## src/hw/rtl/abs_pkg.sv

```systemverilog
// ----------------------------------------------------------------------------
// abs_pkg
// Shared types and constants for the analog button sense block.
// ----------------------------------------------------------------------------
package abs_pkg;

   localparam int SAMPLE_W   = 12;
   localparam int PERIOD_W   = 16;
   localparam int STEP_W     = 5;
   localparam int CSR_IDX_W  = 2;
   localparam int CSR_DATA_W = 16;

   localparam logic [SAMPLE_W-1:0] DEF_THRESHOLD = 12'd300;
   localparam logic [SAMPLE_W-1:0] RST_THRESHOLD = 12'd300;
   localparam logic [SAMPLE_W-1:0] RST_TARGET    = 12'd2048;
   localparam logic [SAMPLE_W-1:0] RST_DEADZONE  = 12'd50;
   localparam logic [PERIOD_W-1:0] RST_PERIOD    = 16'd100;

   localparam logic [CSR_IDX_W-1:0] CSR_PRESS_DELTA  = 2'd0;
   localparam logic [CSR_IDX_W-1:0] CSR_CAL_TARGET   = 2'd1;
   localparam logic [CSR_IDX_W-1:0] CSR_CAL_DEADZONE = 2'd2;
   localparam logic [CSR_IDX_W-1:0] CSR_TRACK_PERIOD = 2'd3;

   typedef enum logic [1:0] {
      MODE_IDLE    = 2'd0,
      MODE_PRESSED = 2'd1,
      MODE_CAL     = 2'd2,
      MODE_ERROR   = 2'd3
   } mode_type;

   typedef struct packed {
      logic [SAMPLE_W-1:0] press_delta;
      logic [SAMPLE_W-1:0] cal_target;
      logic [SAMPLE_W-1:0] cal_deadzone;
      logic [PERIOD_W-1:0] track_period;
   } cfg_type;

   typedef struct packed {
      mode_type            mode;
      logic [SAMPLE_W-1:0] dac_code;
      logic                dac_changed;
      logic [SAMPLE_W-1:0] filtered_level;
      logic [SAMPLE_W-1:0] baseline_level;
   } rsp_type;

endpackage

```

## src/hw/rtl/abs_ifs.sv

```systemverilog
// ----------------------------------------------------------------------------
// abs channel interfaces
// Valid/ready channels for readings, results and register writes.
// ----------------------------------------------------------------------------
interface abs_req_if;
   import abs_pkg::*;
   logic                valid;
   logic                ready;
   logic                action;
   logic [SAMPLE_W-1:0] sample;

   modport source (output valid, action, sample, input ready);
   modport sink   (input valid, action, sample, output ready);
endinterface

interface abs_rsp_if;
   import abs_pkg::*;
   logic                valid;
   logic                ready;
   logic [1:0]          mode;
   logic [SAMPLE_W-1:0] dac_code;
   logic                dac_changed;
   logic [SAMPLE_W-1:0] filtered_level;
   logic [SAMPLE_W-1:0] baseline_level;

   modport source (output valid, mode, dac_code, dac_changed, filtered_level,
                   baseline_level, input ready);
   modport sink   (input valid, mode, dac_code, dac_changed, filtered_level,
                   baseline_level, output ready);
endinterface

interface abs_csr_if;
   import abs_pkg::*;
   logic                  valid;
   logic                  ready;
   logic [CSR_IDX_W-1:0]  index;
   logic [CSR_DATA_W-1:0] data;

   modport source (output valid, index, data, input ready);
   modport sink   (input valid, index, data, output ready);
endinterface

```

## src/hw/rtl/analog_button_sense_with_autocal.sv

```systemverilog
// ----------------------------------------------------------------------------
// analog_button_sense_with_autocal
// A reading is held in the input register, its result in the result register.
// Throughput: one reading per cycle unless the receiver stalls; the state update
// of one reading is a single pass of logic between the input and result registers.
// Reset (synchronous): clears state, mode idle, DAC code at half scale,
// registers back to their defaults; no clearing pass.
// ----------------------------------------------------------------------------
module analog_button_sense_with_autocal #(
   parameter int DAC_MAX   = 4095,
   parameter int CAL_STEPS = 16
) (
   input  logic       clock,
   input  logic       reset,
   abs_req_if.sink    req_bus,
   abs_rsp_if.source  rsp_bus,
   abs_csr_if.sink    csr_bus
);
   import abs_pkg::*;

   cfg_type             cfg;
   rsp_type             res;

   logic                s1_valid_ff, s1_valid_in;
   logic                s1_action_ff;
   logic [SAMPLE_W-1:0] s1_sample_ff;
   logic                out_valid_ff, out_valid_in;
   rsp_type             out_ff;
   logic                advance;
   logic                fire;
   logic                req_take;

   assign advance       = !out_valid_ff || rsp_bus.ready;
   assign fire          = s1_valid_ff && advance;
   assign req_bus.ready = !s1_valid_ff || advance;
   assign req_take      = req_bus.valid && req_bus.ready;

   abs_csr u_csr (
      .clock   (clock),
      .reset   (reset),
      .csr_bus (csr_bus),
      .cfg     (cfg)
   );

   abs_core #(
      .DAC_MAX   (DAC_MAX),
      .CAL_STEPS (CAL_STEPS)
   ) u_core (
      .clock  (clock),
      .reset  (reset),
      .cfg    (cfg),
      .fire   (fire),
      .action (s1_action_ff),
      .sample (s1_sample_ff),
      .res    (res)
   );

   always_comb begin
      s1_valid_in = s1_valid_ff;
      if (req_take) begin
         s1_valid_in = 1'b1;
      end else if (fire) begin
         s1_valid_in = 1'b0;
      end
      out_valid_in = out_valid_ff;
      if (fire) begin
         out_valid_in = 1'b1;
      end else if (rsp_bus.ready) begin
         out_valid_in = 1'b0;
      end
   end

   always_ff @(posedge clock) begin
      if (reset) begin
         s1_valid_ff  <= 1'b0;
         out_valid_ff <= 1'b0;
      end else begin
         s1_valid_ff  <= s1_valid_in;
         out_valid_ff <= out_valid_in;
      end
   end

   always_ff @(posedge clock) begin
      if (req_take) begin
         s1_action_ff <= req_bus.action;
         s1_sample_ff <= req_bus.sample;
      end
      if (fire) begin
         out_ff <= res;
      end
   end

   assign rsp_bus.valid          = out_valid_ff;
   assign rsp_bus.mode           = out_ff.mode;
   assign rsp_bus.dac_code       = out_ff.dac_code;
   assign rsp_bus.dac_changed    = out_ff.dac_changed;
   assign rsp_bus.filtered_level = out_ff.filtered_level;
   assign rsp_bus.baseline_level = out_ff.baseline_level;

endmodule

```

## src/hw/rtl/abs_csr.sv

```systemverilog
// ----------------------------------------------------------------------------
// abs_csr
// Configuration register file; writes always accepted.
// ----------------------------------------------------------------------------
module abs_csr (
   input  logic            clock,
   input  logic            reset,
   abs_csr_if.sink         csr_bus,
   output abs_pkg::cfg_type cfg
);
   import abs_pkg::*;

   cfg_type cfg_ff;
   cfg_type cfg_in;
   logic    wr_en;

   assign csr_bus.ready = 1'b1;
   assign wr_en         = csr_bus.valid;
   assign cfg           = cfg_ff;

   always_comb begin
      cfg_in = cfg_ff;
      if (wr_en) begin
         unique case (csr_bus.index)
            CSR_PRESS_DELTA:  cfg_in.press_delta  = csr_bus.data[SAMPLE_W-1:0];
            CSR_CAL_TARGET:   cfg_in.cal_target   = csr_bus.data[SAMPLE_W-1:0];
            CSR_CAL_DEADZONE: cfg_in.cal_deadzone = csr_bus.data[SAMPLE_W-1:0];
            CSR_TRACK_PERIOD: cfg_in.track_period = csr_bus.data[PERIOD_W-1:0];
            default:          cfg_in = cfg_ff;
         endcase
      end
   end

   always_ff @(posedge clock) begin
      if (reset) begin
         cfg_ff.press_delta  <= RST_THRESHOLD;
         cfg_ff.cal_target   <= RST_TARGET;
         cfg_ff.cal_deadzone <= RST_DEADZONE;
         cfg_ff.track_period <= RST_PERIOD;
      end else begin
         cfg_ff <= cfg_in;
      end
   end

endmodule

```

## src/hw/rtl/abs_core.sv

```systemverilog
// ----------------------------------------------------------------------------
// abs_core
// Calibration search, IIR filter, baseline tracking and press detection.
// Computes the result and next state for one reading; state commits on fire.
// ----------------------------------------------------------------------------
module abs_core #(
   parameter int DAC_MAX   = 4095,
   parameter int CAL_STEPS = 16
) (
   input  logic                          clock,
   input  logic                          reset,
   input  abs_pkg::cfg_type              cfg,
   input  logic                          fire,
   input  logic                          action,
   input  logic [abs_pkg::SAMPLE_W-1:0]  sample,
   output abs_pkg::rsp_type              res
);
   import abs_pkg::*;

   localparam int DW = $clog2(DAC_MAX + 1);
   localparam logic [DW-1:0]     DAC_TOP  = DW'(DAC_MAX);
   localparam logic [DW-1:0]     DAC_HALF = DW'(DAC_MAX / 2);
   localparam logic [STEP_W-1:0] STEP_LIM = STEP_W'(CAL_STEPS);

   mode_type            mode_ff,   mode_in;
   logic                final_ff,  final_in;
   logic [SAMPLE_W-1:0] filt_ff,   filt_in;
   logic [SAMPLE_W-1:0] base_ff,   base_in;
   logic [PERIOD_W-1:0] track_ff,  track_in;
   logic [DW:0]         low_ff,    low_in;
   logic [DW-1:0]       high_ff,   high_in;
   logic [DW-1:0]       mid_ff,    mid_in;
   logic [STEP_W-1:0]   step_ff,   step_in;
   logic [DW-1:0]       dac_ff,    dac_in;
   logic                changed;

   // acceptance window, lower bound saturating at zero
   logic [SAMPLE_W-1:0] win_lo;
   logic [SAMPLE_W:0]   win_hi;
   logic                in_win;

   assign win_lo = (cfg.cal_target > cfg.cal_deadzone) ?
                   cfg.cal_target - cfg.cal_deadzone : '0;
   assign win_hi = {1'b0, cfg.cal_target} + {1'b0, cfg.cal_deadzone};
   assign in_win = (sample >= win_lo) && ({1'b0, sample} <= win_hi);

   // filter and thresholds
   logic [SAMPLE_W-1:0] thr;
   logic [SAMPLE_W+1:0] iir_sum;
   logic [SAMPLE_W-1:0] filt_new;
   logic [SAMPLE_W-1:0] base_seed;
   logic [PERIOD_W-1:0] track_inc;
   logic [SAMPLE_W-1:0] base_trk;

   assign thr      = (cfg.press_delta != '0) ? cfg.press_delta : DEF_THRESHOLD;
   assign iir_sum  = {2'b00, sample} + {2'b00, filt_ff} + {1'b0, filt_ff, 1'b0};
   assign filt_new = (filt_ff == '0) ? sample : iir_sum[SAMPLE_W+1:2];
   assign base_seed = (base_ff == '0) ? filt_new : base_ff;
   assign track_inc = track_ff + 1'b1;

   always_comb begin
      base_trk = base_seed;
      if (filt_new > base_seed) begin
         base_trk = base_seed + 1'b1;
      end else if (filt_new < base_seed) begin
         base_trk = base_seed - 1'b1;
      end
   end

   // search step
   logic [DW:0]         low_step;
   logic [DW-1:0]       high_step;
   logic                zero_stop;
   logic [STEP_W-1:0]   step_inc;
   logic [DW+1:0]       mid_sum;
   logic [DW-1:0]       mid_new;
   logic                stop;

   always_comb begin
      low_step  = low_ff;
      high_step = high_ff;
      zero_stop = 1'b0;
      if (sample > cfg.cal_target) begin
         low_step = {1'b0, mid_ff} + 1'b1;
      end else if (mid_ff == '0) begin
         zero_stop = 1'b1;
      end else begin
         high_step = mid_ff - 1'b1;
      end
   end

   assign step_inc = step_ff + 1'b1;
   assign mid_sum  = {1'b0, low_step} + {2'b00, high_step};
   assign mid_new  = mid_sum[DW:1];
   assign stop     = zero_stop || (low_step > {1'b0, high_step}) || (step_inc >= STEP_LIM);

   always_comb begin
      mode_in  = mode_ff;
      final_in = final_ff;
      filt_in  = filt_ff;
      base_in  = base_ff;
      track_in = track_ff;
      low_in   = low_ff;
      high_in  = high_ff;
      mid_in   = mid_ff;
      step_in  = step_ff;
      dac_in   = dac_ff;
      changed  = 1'b0;

      if (action) begin
         mode_in  = MODE_CAL;
         final_in = 1'b0;
         step_in  = '0;
         low_in   = '0;
         high_in  = DAC_TOP;
         mid_in   = DAC_HALF;
         dac_in   = DAC_HALF;
         changed  = 1'b1;
      end else if (mode_ff == MODE_CAL) begin
         filt_in = sample;
         dac_in  = mid_ff;
         if (final_ff || in_win) begin
            final_in = 1'b0;
            if (in_win) begin
               mode_in  = MODE_IDLE;
               base_in  = sample;
               track_in = '0;
            end else begin
               mode_in  = MODE_ERROR;
            end
         end else begin
            low_in  = low_step;
            high_in = high_step;
            step_in = step_inc;
            changed = 1'b1;
            if (stop) begin
               final_in = 1'b1;
            end else begin
               mid_in = mid_new;
               dac_in = mid_new;
            end
         end
      end else begin
         filt_in = filt_new;
         base_in = base_seed;
         unique case (mode_ff)
            MODE_IDLE: begin
               track_in = track_inc;
               if (track_inc >= cfg.track_period) begin
                  track_in = '0;
                  base_in  = base_trk;
               end
               if ({1'b0, filt_new} > {1'b0, base_in} + {1'b0, thr}) begin
                  mode_in = MODE_PRESSED;
               end
            end
            MODE_PRESSED: begin
               if ({1'b0, filt_new} < {1'b0, base_seed} + {2'b00, thr[SAMPLE_W-1:1]}) begin
                  mode_in  = MODE_IDLE;
                  track_in = '0;
               end
            end
            default: ;
         endcase
      end
   end

   always_ff @(posedge clock) begin
      if (reset) begin
         mode_ff  <= MODE_IDLE;
         final_ff <= 1'b0;
         filt_ff  <= '0;
         base_ff  <= '0;
         track_ff <= '0;
         low_ff   <= '0;
         high_ff  <= DAC_TOP;
         mid_ff   <= '0;
         step_ff  <= '0;
         dac_ff   <= DAC_HALF;
      end else if (fire) begin
         mode_ff  <= mode_in;
         final_ff <= final_in;
         filt_ff  <= filt_in;
         base_ff  <= base_in;
         track_ff <= track_in;
         low_ff   <= low_in;
         high_ff  <= high_in;
         mid_ff   <= mid_in;
         step_ff  <= step_in;
         dac_ff   <= dac_in;
      end
   end

   assign res.mode           = mode_in;
   assign res.dac_code       = SAMPLE_W'(dac_in);
   assign res.dac_changed    = changed;
   assign res.filtered_level = filt_in;
   assign res.baseline_level = base_in;

endmodule

```

## src/flat_wrapper.sv

```systemverilog
// flat-port wrapper written by rule: the top's interface ports become plain ports
module analog_button_sense_with_autocal_flat import abs_pkg::*;
#(
   parameter int DAC_MAX   = 4095,
   parameter int CAL_STEPS = 16
)
  (clock, reset, req_bus_valid, req_bus_action, req_bus_sample, req_bus_ready, rsp_bus_valid, rsp_bus_mode, rsp_bus_dac_code, rsp_bus_dac_changed, rsp_bus_filtered_level, rsp_bus_baseline_level, rsp_bus_ready, csr_bus_valid, csr_bus_index, csr_bus_data, csr_bus_ready);
  abs_req_if req_bus_i ();
  abs_rsp_if rsp_bus_i ();
  abs_csr_if csr_bus_i ();
  input  logic clock;
  input  logic reset;
  input wire logic [$bits(req_bus_i.valid)-1:0] req_bus_valid;
  input wire logic [$bits(req_bus_i.action)-1:0] req_bus_action;
  input wire logic [$bits(req_bus_i.sample)-1:0] req_bus_sample;
  output wire logic [$bits(req_bus_i.ready)-1:0] req_bus_ready;
  output wire logic [$bits(rsp_bus_i.valid)-1:0] rsp_bus_valid;
  output wire logic [$bits(rsp_bus_i.mode)-1:0] rsp_bus_mode;
  output wire logic [$bits(rsp_bus_i.dac_code)-1:0] rsp_bus_dac_code;
  output wire logic [$bits(rsp_bus_i.dac_changed)-1:0] rsp_bus_dac_changed;
  output wire logic [$bits(rsp_bus_i.filtered_level)-1:0] rsp_bus_filtered_level;
  output wire logic [$bits(rsp_bus_i.baseline_level)-1:0] rsp_bus_baseline_level;
  input wire logic [$bits(rsp_bus_i.ready)-1:0] rsp_bus_ready;
  input wire logic [$bits(csr_bus_i.valid)-1:0] csr_bus_valid;
  input wire logic [$bits(csr_bus_i.index)-1:0] csr_bus_index;
  input wire logic [$bits(csr_bus_i.data)-1:0] csr_bus_data;
  output wire logic [$bits(csr_bus_i.ready)-1:0] csr_bus_ready;
  assign req_bus_i.valid = req_bus_valid;
  assign req_bus_i.action = req_bus_action;
  assign req_bus_i.sample = req_bus_sample;
  assign req_bus_ready = req_bus_i.ready;
  assign rsp_bus_valid = rsp_bus_i.valid;
  assign rsp_bus_mode = rsp_bus_i.mode;
  assign rsp_bus_dac_code = rsp_bus_i.dac_code;
  assign rsp_bus_dac_changed = rsp_bus_i.dac_changed;
  assign rsp_bus_filtered_level = rsp_bus_i.filtered_level;
  assign rsp_bus_baseline_level = rsp_bus_i.baseline_level;
  assign rsp_bus_i.ready = rsp_bus_ready;
  assign csr_bus_i.valid = csr_bus_valid;
  assign csr_bus_i.index = csr_bus_index;
  assign csr_bus_i.data = csr_bus_data;
  assign csr_bus_ready = csr_bus_i.ready;
  analog_button_sense_with_autocal #(.DAC_MAX(DAC_MAX), .CAL_STEPS(CAL_STEPS)) u_core (.clock(clock), .reset(reset), .req_bus(req_bus_i), .rsp_bus(rsp_bus_i), .csr_bus(csr_bus_i));
endmodule
```

## config.mk

```make
export PLATFORM = sky130hd
export DESIGN_NAME = analog_button_sense_with_autocal_flat
export DESIGN_NICKNAME = d
export VERILOG_FILES = /design/src/hw/rtl/abs_pkg.sv /design/src/hw/rtl/abs_ifs.sv /design/src/hw/rtl/analog_button_sense_with_autocal.sv /design/src/hw/rtl/abs_csr.sv /design/src/hw/rtl/abs_core.sv /design/src/flat_wrapper.sv
export SDC_FILE = /design/constraint.sdc
export NUM_CORES = 1
export LEC_CHECK = 0
export BUFFER_PORTS_ARGS = -buffer_cell sky130_fd_sc_hd__clkbuf_2
export CORE_ASPECT_RATIO = 1.25
export CORE_UTILIZATION = 58
export CTS_BUF_LIST = sky130_fd_sc_hd__clkbuf_16
export CTS_CLUSTER_DIAMETER = 200
export DETAILED_ROUTE_END_ITERATION = 7
export GPL_ROUTABILITY_DRIVEN = 0
export PLACE_DENSITY = 0.76
export SLEW_MARGIN = 25
export SYNTH_ARGS = -nofsm -noshare
export SYNTH_HDL_FRONTEND = slang
export SYNTH_SLANG_ARGS = --single-unit
```

## constraint.sdc

```tcl
create_clock -name clock -period 22.8 [get_ports clock]
set_input_delay 1.14 -clock clock [delete_from_list [all_inputs] [get_ports clock]]
set_output_delay 1.14 -clock clock [all_outputs]
set_load 0.02 [all_outputs]
```

======== Word level (Yosys, flattened, before mapping) ========
Index checks and enable logic that the tools add are counted.
storage, ports and cells
  register bits after elaboration ......... 203
  bits of input ports ..................... 36
  output and inout bits ................... 42
  word-level logic and storage cells ...... 146
operators by class
  add/subtract/negate cells ............... 13
  magnitude comparators ................... 11
  eq/ne operators ......................... 9
  muxes and demuxes ....................... 60
  bitwise gates (word level) .............. 1
  reductions and logical operators ........ 29
operators by type and width
  cell                   number
  $mux 12                28
  $mux 16                5
  $mux 13                4
  $add 12x12->13         3
  $gt 12x12->1           3
  $logic_not 12->1       3
  $pmux 16 s2            1
  $sub 12x1->12 const B  2
  $add 16x1->16 const B  1
  $ge 16x16->1           1
  $mux 5                 3
  $add 13x13->14         1
  $add 12x1->13 const B  1
  $add 12x11->13         1
  $add 13x12->13         1
  $gt 12x13->1           1
  $gt 13x12->1           1
  $le 12x13->1           1
  $lt 12x13->1           1
  $add 12x1->12 const B  1
  $ge 12x12->1           1
  $lt 12x12->1           1
  $mux 1                 12
  $mux 2                 6
  other kinds (20)       40

======== Depth between registers and ports, before layout ========
  depth after elaboration ................. 17
  mapped depth ............................ 42
  depth with buffers taken out ............ 42

======== Hierarchy ========
A second synthesis with hierarchy kept.
unflattened totals
  cell total of the unflattened synthesis .. 1912
  area, all modules ....................... 16005.4 µm²
modules (own cells, without submodules)
  module                            instances  cells an instance  area an instance (µm²)  seq. area each (µm²)
  abs_core                          1          1646               12200.5                 1941.9
  abs_csr                           1          204                2139.6                  1041.0
  analog_button_sense_with_autocal  1          62                 1665.3                  1601.5

======== Worst setup path before layout ========
Ideal clock, no wire load.
  kind .................................... flip-flop to flip-flop
  start ................................... reg u_core.s1_sample_ff[2]
  end ..................................... reg u_core.out_ff, in the netlist u_core.rsp_bus.mode[0], data pin
  library setup time ...................... 0.267 ns
  arrival time ............................ 8.464 ns
  required time ........................... 22.533 ns
  setup slack ............................. 14.069 ns
  stages on the path, launching flop included .. 41
  period minus slack after synthesis ...... 8.731 ns
  cells stage by stage .................... edfxtp_1 -> fa_1 -> inv_1 -> fa_1 -> nand2b_1 -> a21oi_1 -> o21a_1 -> o21ai_0 -> nor3b_1 -> o31ai_1 -> a21o_1 -> inv_1 -> ha_1 -> nand2_1 -> o21ai_0 -> nor2b_1 -> nor2_1 -> a2111oi_0 -> (+5 left out) -> a21oi_1 -> ha_1 -> a21o_1 -> a21oi_1 -> o21bai_1 -> a21oi_1 -> o21bai_1 -> maj3_1 -> a21o_1 -> a21oi_1 -> xor2_1 -> ha_1 -> nand2_1 -> nor2_1 -> nand4_1 -> o41a_1 -> o211ai_1 -> a31oi_1
RTL lines
  item                      line                                    RTL
  start: declaration        analog_button_sense_with_autocal.sv:26  logic [SAMPLE_W-1:0] s1_sample_ff;
  start signal: assignment  analog_button_sense_with_autocal.sv:86  s1_sample_ff <= req_bus.sample;
  end signal: assignment    analog_button_sense_with_autocal.sv:89  out_ff <= res;
  end: declaration          analog_button_sense_with_autocal.sv:28  rsp_type out_ff;

==> impl_metrics.toml <==
[synthesis]
avgSynthCellArea_um2 = 8.15
ys_async_sr_fraction = 0
synth_most_common_cell = "nand2_1"
synth_nets = 2180
yosys_register_bits = 203
synth_common_cells = "245 x nand2_1, 174 x ha_1, 170 x nor2_1"
synth_top_cell_area_share = 0.190
synth_edf_count = 52
yosys-top-cells-area = "dfxtp_1 19%, ha_1 14%, edfxtp_1 9.8%, nand2_1 5.8%, a21oi_1 5.1%"
synthesis.area_um2 = 15900
yosysSeqAreaShare = 0.288
synth.largest_area_cell = "dfxtp_1"
synth_warnings = 0
yosysUniqueCellTypes = 90
syn-instance-count = 1953
dominantRegCellSynth = "dfxtp_1"

[routing]
finalWirelength_um = 45400
drt_iter0_drc = 1193
avgViaCountPerCell = 6.13
final_antenna_net_count = 0
via_count = 14318
route.detailed.drc = 0
wire_per_inst_um = 19.4
drt_pre_antenna_iters = 7

[cts]
clk_pin_slew_ns = 0.07
root_buffer = "clkbuf_16"
clk_path_buf_depth = 3
numClockSinks = 203
post_cts_buffers = 0
cts_tree = "done"
post_cts_resized = 0
cts_inserted_buffers = 22
cts.hold.buffers_added = 0
clock_latency_ns = 0.55
h-tree-depth = 1

[worst_setup_path]
slowest_stage = "fa_1"
critPathKind = "flop to flop"
crit_path_max_fanout = 9
path_delay_family = "compound AO/OA/AOI/OAI gates"
required_ns = 23.08
cp_data_arrival_time_ns = 10.28
cp-start-kind = "flop"
end_kind = "flop"
crit_buf_inv = 3
rrSetupSlack_ns = 12.79
critPathMaxStageDelay_ns = 0.59
critPathMostFrequentCell = "a21oi_1"

[pwr]
p_sw_frac = 0.397
power_frac_seq = 0.299
internal-power_uw = 828
fin_total_pwr_mw = 1.37
power-per-cell-area_nw_per_um2 = 79.8
pwr-share-clk = 0.257
combPwrFrac = 0.444
leakage_nw = 7.56
ir_drop_uv = 64.0
power_switching_uw = 545

[status]
outcome = "completed"

[floorplanning]
die_area_um2 = 28100
ios = 78
start_util = 0.592
die_w_um = 150
die_h_um = 187
fp-row-count = 67
core_um2 = 26900

[job]
drv_cap = 0

[timing]
max-slew-margin-rel = 0.336
worst_pin_slew_ns = 0.996
rsz0062_at_grt = "no"
setup_viol = 0
setup_slack_ns = 12.79
finalHoldViolations = 0
min_period_over_period = 0.439
worst_clock_skew_ns = 0.0431
slew_viol_final = 0
max_freq_ghz = 0.0999
fin_tns_setup_ns = 0
min_period_ns = 10.01

[layout]
multiInputGateArea_um2 = 10400
fill_cells = 2328
layout-drive-gt1-share = 0.0900
final_cell_area_um2 = 17200
syn_to_final_growth_pct = 8.06
fin_nets = 2200
ff_latch_area_um2 = 4580

[grt]
antenna_found_initial = 2
grt_pass1_vias = 13953
track_usage = 0.329
overflow = 0
grt_max_degree = 69
grt_first_pass_wirelength_um = 72800

[placement]
io_buffers = 76
place_hpwl_um = 33500
placed_area_um2 = 16500
post-place-ws_ns = 12.94

[worst_hold_path]
hold_class = "flop to flop"
## cell families after synthesis
kind of cell | count (synthesis) | share of synthesized area
AO/OA/AOI/OAI | 492 | 0.203
adder cells (fa/ha/maj) | 196 | 0.161
XOR/XNOR | 94 | 0.0517
AND/OR/NAND/NOR | 650 | 0.191
flip-flops | 203 | 0.288
multiplexers | 66 | 0.0431
buffers and inverters | 251 | 0.0617
other | 1 | 0.000235
## registers in the layout (all words and copies together) (netlist names), 5 cells and up
signal / cells
u_core.s1_sample_ff: 12
u_core.u_core.mid_ff: 12
u_core.u_core.dac_ff: 12
u_core.rsp_bus.baseline_level: 12
u_core.u_core.step_ff: 5
u_core.rsp_bus.filtered_level: 12
u_core.u_core.base_ff: 12
u_core.u_csr.cfg: 52
u_core.rsp_bus.dac_code: 12
u_core.u_core.filt_ff: 12
u_core.u_core.track_ff: 16
u_core.u_core.high_ff: 12
u_core.u_core.low_ff: 13
## layout by cell type (no fill, tap or decap), drive strengths merged, types with 31 or more instances in the layout
cell type	count
a21oi	165
o21ai	88
edfxtp	52
nor3	31
ha	174
clkbuf	99
mux2i	49
xnor2	71
nand2	245
a21o	45
dfxtp	151
inv	156
nand2b	32
nor2	170
nand3	34
## path summary, 6_finish.rpt
kind | startpoint | cells past startpoint | end
max | u_core.s1_sample_ff[2] | 41 | u_core.rsp_bus.mode[0]
min | u_core.u_csr.cfg[7] | 2 | u_core.u_csr.cfg[7]
max reg2reg | u_core.s1_sample_ff[2] | 41 | u_core.rsp_bus.mode[0]
min reg2reg | u_core.u_csr.cfg[7] | 2 | u_core.u_csr.cfg[7]
## worst reg2reg max path: cells and delay by family, from the launching register on
family | cells | cell delay (ns)
AO/OA/AOI/OAI | 21 | 4.93
adder cells (fa/ha/maj) | 6 | 2.44
AND/OR/NAND/NOR | 10 | 1.30
flip-flops | 1 | 0.56
buffers and inverters | 3 | 0.43
XOR/XNOR | 1 | 0.10
## power groups by stage
stage | combinational [mW] | sequential [mW] | clock [mW]
after global routing | 0.670 | 0.413 | 0.372
after CTS | 0.591 | 0.409 | 0.359
after detailed placement | 0.586 | 0.417 | 0
final | 0.609 | 0.410 | 0.353
after global placement | 0.570 | 0.417 | 0
after floorplan | 0.445 | 0.414 | 0
## final cells by class
class | count | share of cell area
clock inverters | 15 | 0.00603
flip-flops and latches | 203 | 0.266
diodes | 2 | 0.000291
clock buffers | 24 | 0.0349
repair buffers | 96 | 0.0310
multi-input cells | 1499 | 0.603
inverters | 151 | 0.0329
well taps | 345 | 0.0251
## stage by stage
| step | instances | util | hold slack [ns] |
|---|---|---|---|
| after floorplan | 1953 | - | 0.436 |
| after global placement | 2294 | 0.613 | 0.444 |
| after detailed placement | 2294 | 0.613 | 0.448 |
| after CTS | 2333 | 0.639 | 0.456 |
| after global routing | 2333 | 0.639 | 0.468 |
| final | 2335 | 0.640 | 0.456 |
## metal layers
metal / up-vias / wire length [µm] / GRT usage
met5: - / 0 / 0
met4: 0 / 3140 / 0.209
met3: 180 / 3040 / 0.0751
met2: 542 / 21200 / 0.548
met1: 6709 / 18100 / 0.376
li1: 6887 / - / -
Note: power is estimated with default switching activity, not from simulation.
